===== src/rtl/core/bclt_ram.sv =====
// Generic single-port-write, single-port-read RAM with registered read.
// No dependencies.
`default_nettype none
module bclt_ram #(
   parameter int WIDTH = 8,
   parameter int DEPTH = 16
) (
   input  wire logic                     clock,
   input  wire logic                     wr_en,
   input  wire logic [$clog2(DEPTH)-1:0] wr_addr,
   input  wire logic [WIDTH-1:0]         wr_data,
   input  wire logic [$clog2(DEPTH)-1:0] rd_addr,
   output      logic [WIDTH-1:0]         rd_data
);
   logic [WIDTH-1:0] mem [DEPTH];
   always_ff @(posedge clock) begin
      if (wr_en) mem[wr_addr] <= wr_data;
      rd_data <= mem[rd_addr];
   end
endmodule
`default_nettype wire


===== config.mk =====
export PLATFORM = sky130hd
export DESIGN_NAME = bclt_ram
export DESIGN_NICKNAME = d
export VERILOG_FILES = /design/src/rtl/core/bclt_ram.sv
export SDC_FILE = /design/constraint.sdc
export NUM_CORES = 1
export LEC_CHECK = 0
export BUFFER_PORTS_ARGS = -buffer_cell sky130_fd_sc_hd__buf_2
export CAP_MARGIN = 20
export CORE_MARGIN = 2
export CORE_UTILIZATION = 55
export CTS_CLUSTER_DIAMETER = 120
export DETAILED_ROUTE_END_ITERATION = 8
export PLACE_DENSITY = 0.8
export SLEW_MARGIN = 30
export SYNTH_ARGS = -nofsm -noshare
export SYNTH_HDL_FRONTEND = slang
export SYNTH_SLANG_ARGS = --single-unit
export TNS_END_PERCENT = 50

===== constraint.sdc =====
create_clock -name clock -period 3.8 [get_ports clock]
set_input_delay 0.57 -clock clock [delete_from_list [all_inputs] [get_ports clock]]
set_output_delay 0.57 -clock clock [all_outputs]
set_load 0.01 [all_outputs]

Word level (Yosys, flattened, before mapping)

Memories as Yosys holds them, arrays and structs flattened. A register that Yosys moved wholly into a read port is not among the register bits.
Index checks and enable logic that the tools add are counted.
Widths: inputs -> output; s select.

Muxes and demuxes: 2

Operators by type and width:

| cell   | count |
|---|---|
| $mux 1 | 2 |

Bits in registers: 0
RAM bits: 128
Bits of input ports: 18
Output and inout port bits: 8
Logic and storage cells: 3
Memories: 1

Memories:

| name | depth | bits a word | read ports | clocked after Yosys merged registers in | write ports | line | RTL |
|---|---|---|---|---|---|---|---|
| mem  | 16    | 8           | 1          | 1                                       | 1           | 15   | `logic [WIDTH-1:0] mem [DEPTH];` |

Longest topological paths before layout

Depth in word-level cells: 2
Depth in mapped cells: 5
Mapped depth without buffers: 3

Worst setup path before layout

No wires, ideal clock.

Path type: input -> register
Start point: input port wr_addr[2]
End point: memory mem[0][0] (enable)
Setup time: 0.383 ns
Arrival: 1.680 ns
Required time: 3.417 ns
Path slack: 1.737 ns
Stages: 2
Buffers on the path: 0
Cells stage by stage: or3b_2 nor3_1

RTL lines:

| what        | line | RTL |
|---|---|---|
| from (decl) | 10   | `input wire logic [$clog2(DEPTH)-1:0] wr_addr,` |
| to (decl)   | 15   |  |

Straight into the memory's write port.

==> results.md <==
* Post-layout util at between 60% and 70%
* Dpl ws at 1.36 ns
* Final std cell area, no fill at 5950 µm²
* Synth warnings at 0
* Reg2reg end: rd_data[5]
* Multi-input logic area at approximately 1100 µm²
* Clk root buf: clkbuf_8
* Fin Clk Skew at about 0.014 ns
* Register-to-Register Path Depth at 3
* Final Setup Violations at 0
* Synth Cell Area at 5150 µm²
* Crit path max fanout at 15
* Initial antenna violation count at 0
* Hold Crit Start: wr_data[6]
* Placed inst area at 5370 µm²
* Worst Path Arrival at approximately 2.3 ns
* Share of layout cells above drive strength 1 at between 20% and 30%
* Core Area at 9150 µm²
* Post-CTS Hold Buffers at 0
* Kind of critical path: input pin to flop
* Reg2reg setup slack at 2.37 ns
* Final Non-Filler Cells at slightly below 400
* Starting Density at 56.2%
* Via count at between 2000 and 2500
* Sequential fraction of the synthesis area at slightly below 80%
* Worst Path Required at 4.19 ns
* Max frequency at 531 MHz
* First-pass GRT wire length at 14.8 mm
* Count of pins over their slew limit at 0
* Avg WL per Cell at 24.9 µm
* Post-Syn Nets at 247
* MaxCap Viol Count at 0
* Status: finished, final reports clean
* Initial DRC Count at 172
* Worst-margin pin slew at 0.909 ns
* Die Width at 101 µm
* Die area at 10100 µm²
* Nets at 287
* FF-to-FF Start: mem[0][5]
* FF+latch count, synth at 136
* Total power at 3.43 mW
* Depth of the worst hold-timing path at 1
* WHS Endpoint: mem[13][6]
* Slew headroom at roughly 39%
* Pin count of the biggest net entering global routing at 33
* Post-cts repair resize count at 0
* Worst hold path type: input pin to flop
* Cts bufs inserted at 17
* Final WL at 9.80 mm
* CTS max path bufs at 2
* Number of remaining DRC errors at 0
* First-pass iteration count of the detailed router at 5
* Port buffer count at 25
* Setup Total Neg Slack at 0 ns
* Dpl hpwl at approximately 5.8 mm
* Cells after Synth at 229
* Clock Latency Late Sink at between 0.5 and 0.6 ns
* Post-Syn Area per Cell at 22.5 µm²
* Antenna-violating nets left at 0
* Area Overhead vs Synth at 15.6%
* Fin crit period at around 1.9 ns
* I/O Pins at 26
* Hold slack at ~0.43 ns
* Gr ovfl total at 0
* Die Y-Extent at approximately 100 µm
* CTS sink count at 136
* Post-synth cell types at 19
* PnR worst setup slack at ~1.9 ns
* H-tree levels at 4
* Clock slew at reported path FFs at ~0.060 ns
* Max IR drop VDD at 0.236 mV
* Final hold violations at 0
* PD cells at 576 nW/µm²
* Dpl cells at 361
* Register area at 4000 µm²
* Filler cells at around 570
* ANT cells at 0
* Total GRT Usage at 21.4%
* Startpoint Class: input pin
* P_leak at 2.00 nW
* Vias in the first global route at 2586
* Detail-routed via count per cell at between 6 and 7
* GP Congestion at 0.746
* Period utilization at 49.5%
* Row cnt at 35
* Post-CTS Setup Bufs at 0
* RSZ-0062 raised after global routing: false
* CTS tree: done
* Critical path endpoint category: flop
==> worst max path at each step <==
stage | from | to | slack, ns | cells past startpoint
6_report | rd_addr[0] | rd_data[1] | 1.92 | 5
5_1_grt | rd_addr[0] | rd_data[1] | 1.82 | 5
4_1_cts | rd_addr[0] | rd_data[1] | 1.89 | 5
3_5_place_dp | rd_addr[0] | rd_data[5] | 1.36 | 5
3_3_place_gp | rd_addr[0] | rd_data[3] | 1.41 | 5
2_1_floorplan | wr_addr[2] | mem[0][0] | 1.74 | 2
==> area by class of cell <==
type                       count  share of cell area (%)
multi-input combinational     83                    17.9
tap                          111                    2.33
timing repair buffer          31                    2.86
clock buffer                  23                    7.51
sequential                   136                    67.3
clock inverter                 9                    2.15
==> cells by family (layout without fill, tap and decap cells) <==
kind of cell / after synthesis / after routing / share of synthesized area (%)
AOI/OAI and AO/OA: 16 / 16 / 2.33
buffers and inverters: 10 / 63 / 1.68
DFF: 136 / 136 / 77.8
muxes: 32 / 32 / 15.0
and+or+nand+nor: 35 / 35 / 3.18
==> critical path: stages <==
cell,delay (ns)
buf_2,0.39
buf_4,0.33
mux4_1,0.60
a22oi_1,0.27
nand2_1,0.10
==> routing by layer <==
| metal | up-vias | wire length, µm | GRT usage (%) |
|---|---|---|---|
| met5 | - | 0 | 0 |
| met4 | 0 | 190 | 8.85 |
| met3 | 17 | 590 | 7.77 |
| met2 | 100 | 4930 | 32.7 |
| met1 | 1248 | 4080 | 28.1 |
| li1 | 1057 | - | - |
==> synthesized netlist by cell type (all sizes together) <==
library cell,count,area (µm²)
a22oi,16,120
and2,1,6.26
and2b,1,7.51
buf,7,56.3
clkdlybuf4s25,3,30.0
dfxtp,8,160
edfxtp,128,3840
mux4,32,773
nand2,9,33.8
nand2b,2,12.5
nand3,1,5.00
nand3b,2,15.0
nor2,13,48.8
nor2b,1,6.26
nor3,4,20.0
or3b,1,8.76
==> placed cells by master (no fill, tap or decap) <==
master,n
and2b_1,1
nand2b_1,2
buf_2,25
nand3b_1,2
nor2b_1,1
mux4_2,18
nand2_1,9
clkbuf_16,16
bufinv_16,3
clkinv_2,3
clkinvlp_4,3
nor3_1,4
dfxtp_1,8
edfxtp_1,128
a22oi_1,16
clkbuf_8,2
and2_1,1
clkbuf_1,5
mux4_1,14
buf_4,6
nor2_2,2
nor2_1,11
nand3_1,1
or3b_2,1
==> registers in the layout, indices dropped and copies added, names as in the netlist <==
signal   cells
rd_data      8
mem        128
==> power breakdown <==
part | switching, mW | leakage (nW) | internal (mW) | total [mW]
Sequential | 0.0103 | 1.22 | 1.68 | 1.69
Clock | 0.577 | 0.272 | 1.01 | 1.59
Combinational | 0.0876 | 0.501 | 0.0618 | 0.149
Power figures use the tool's default switching activity.
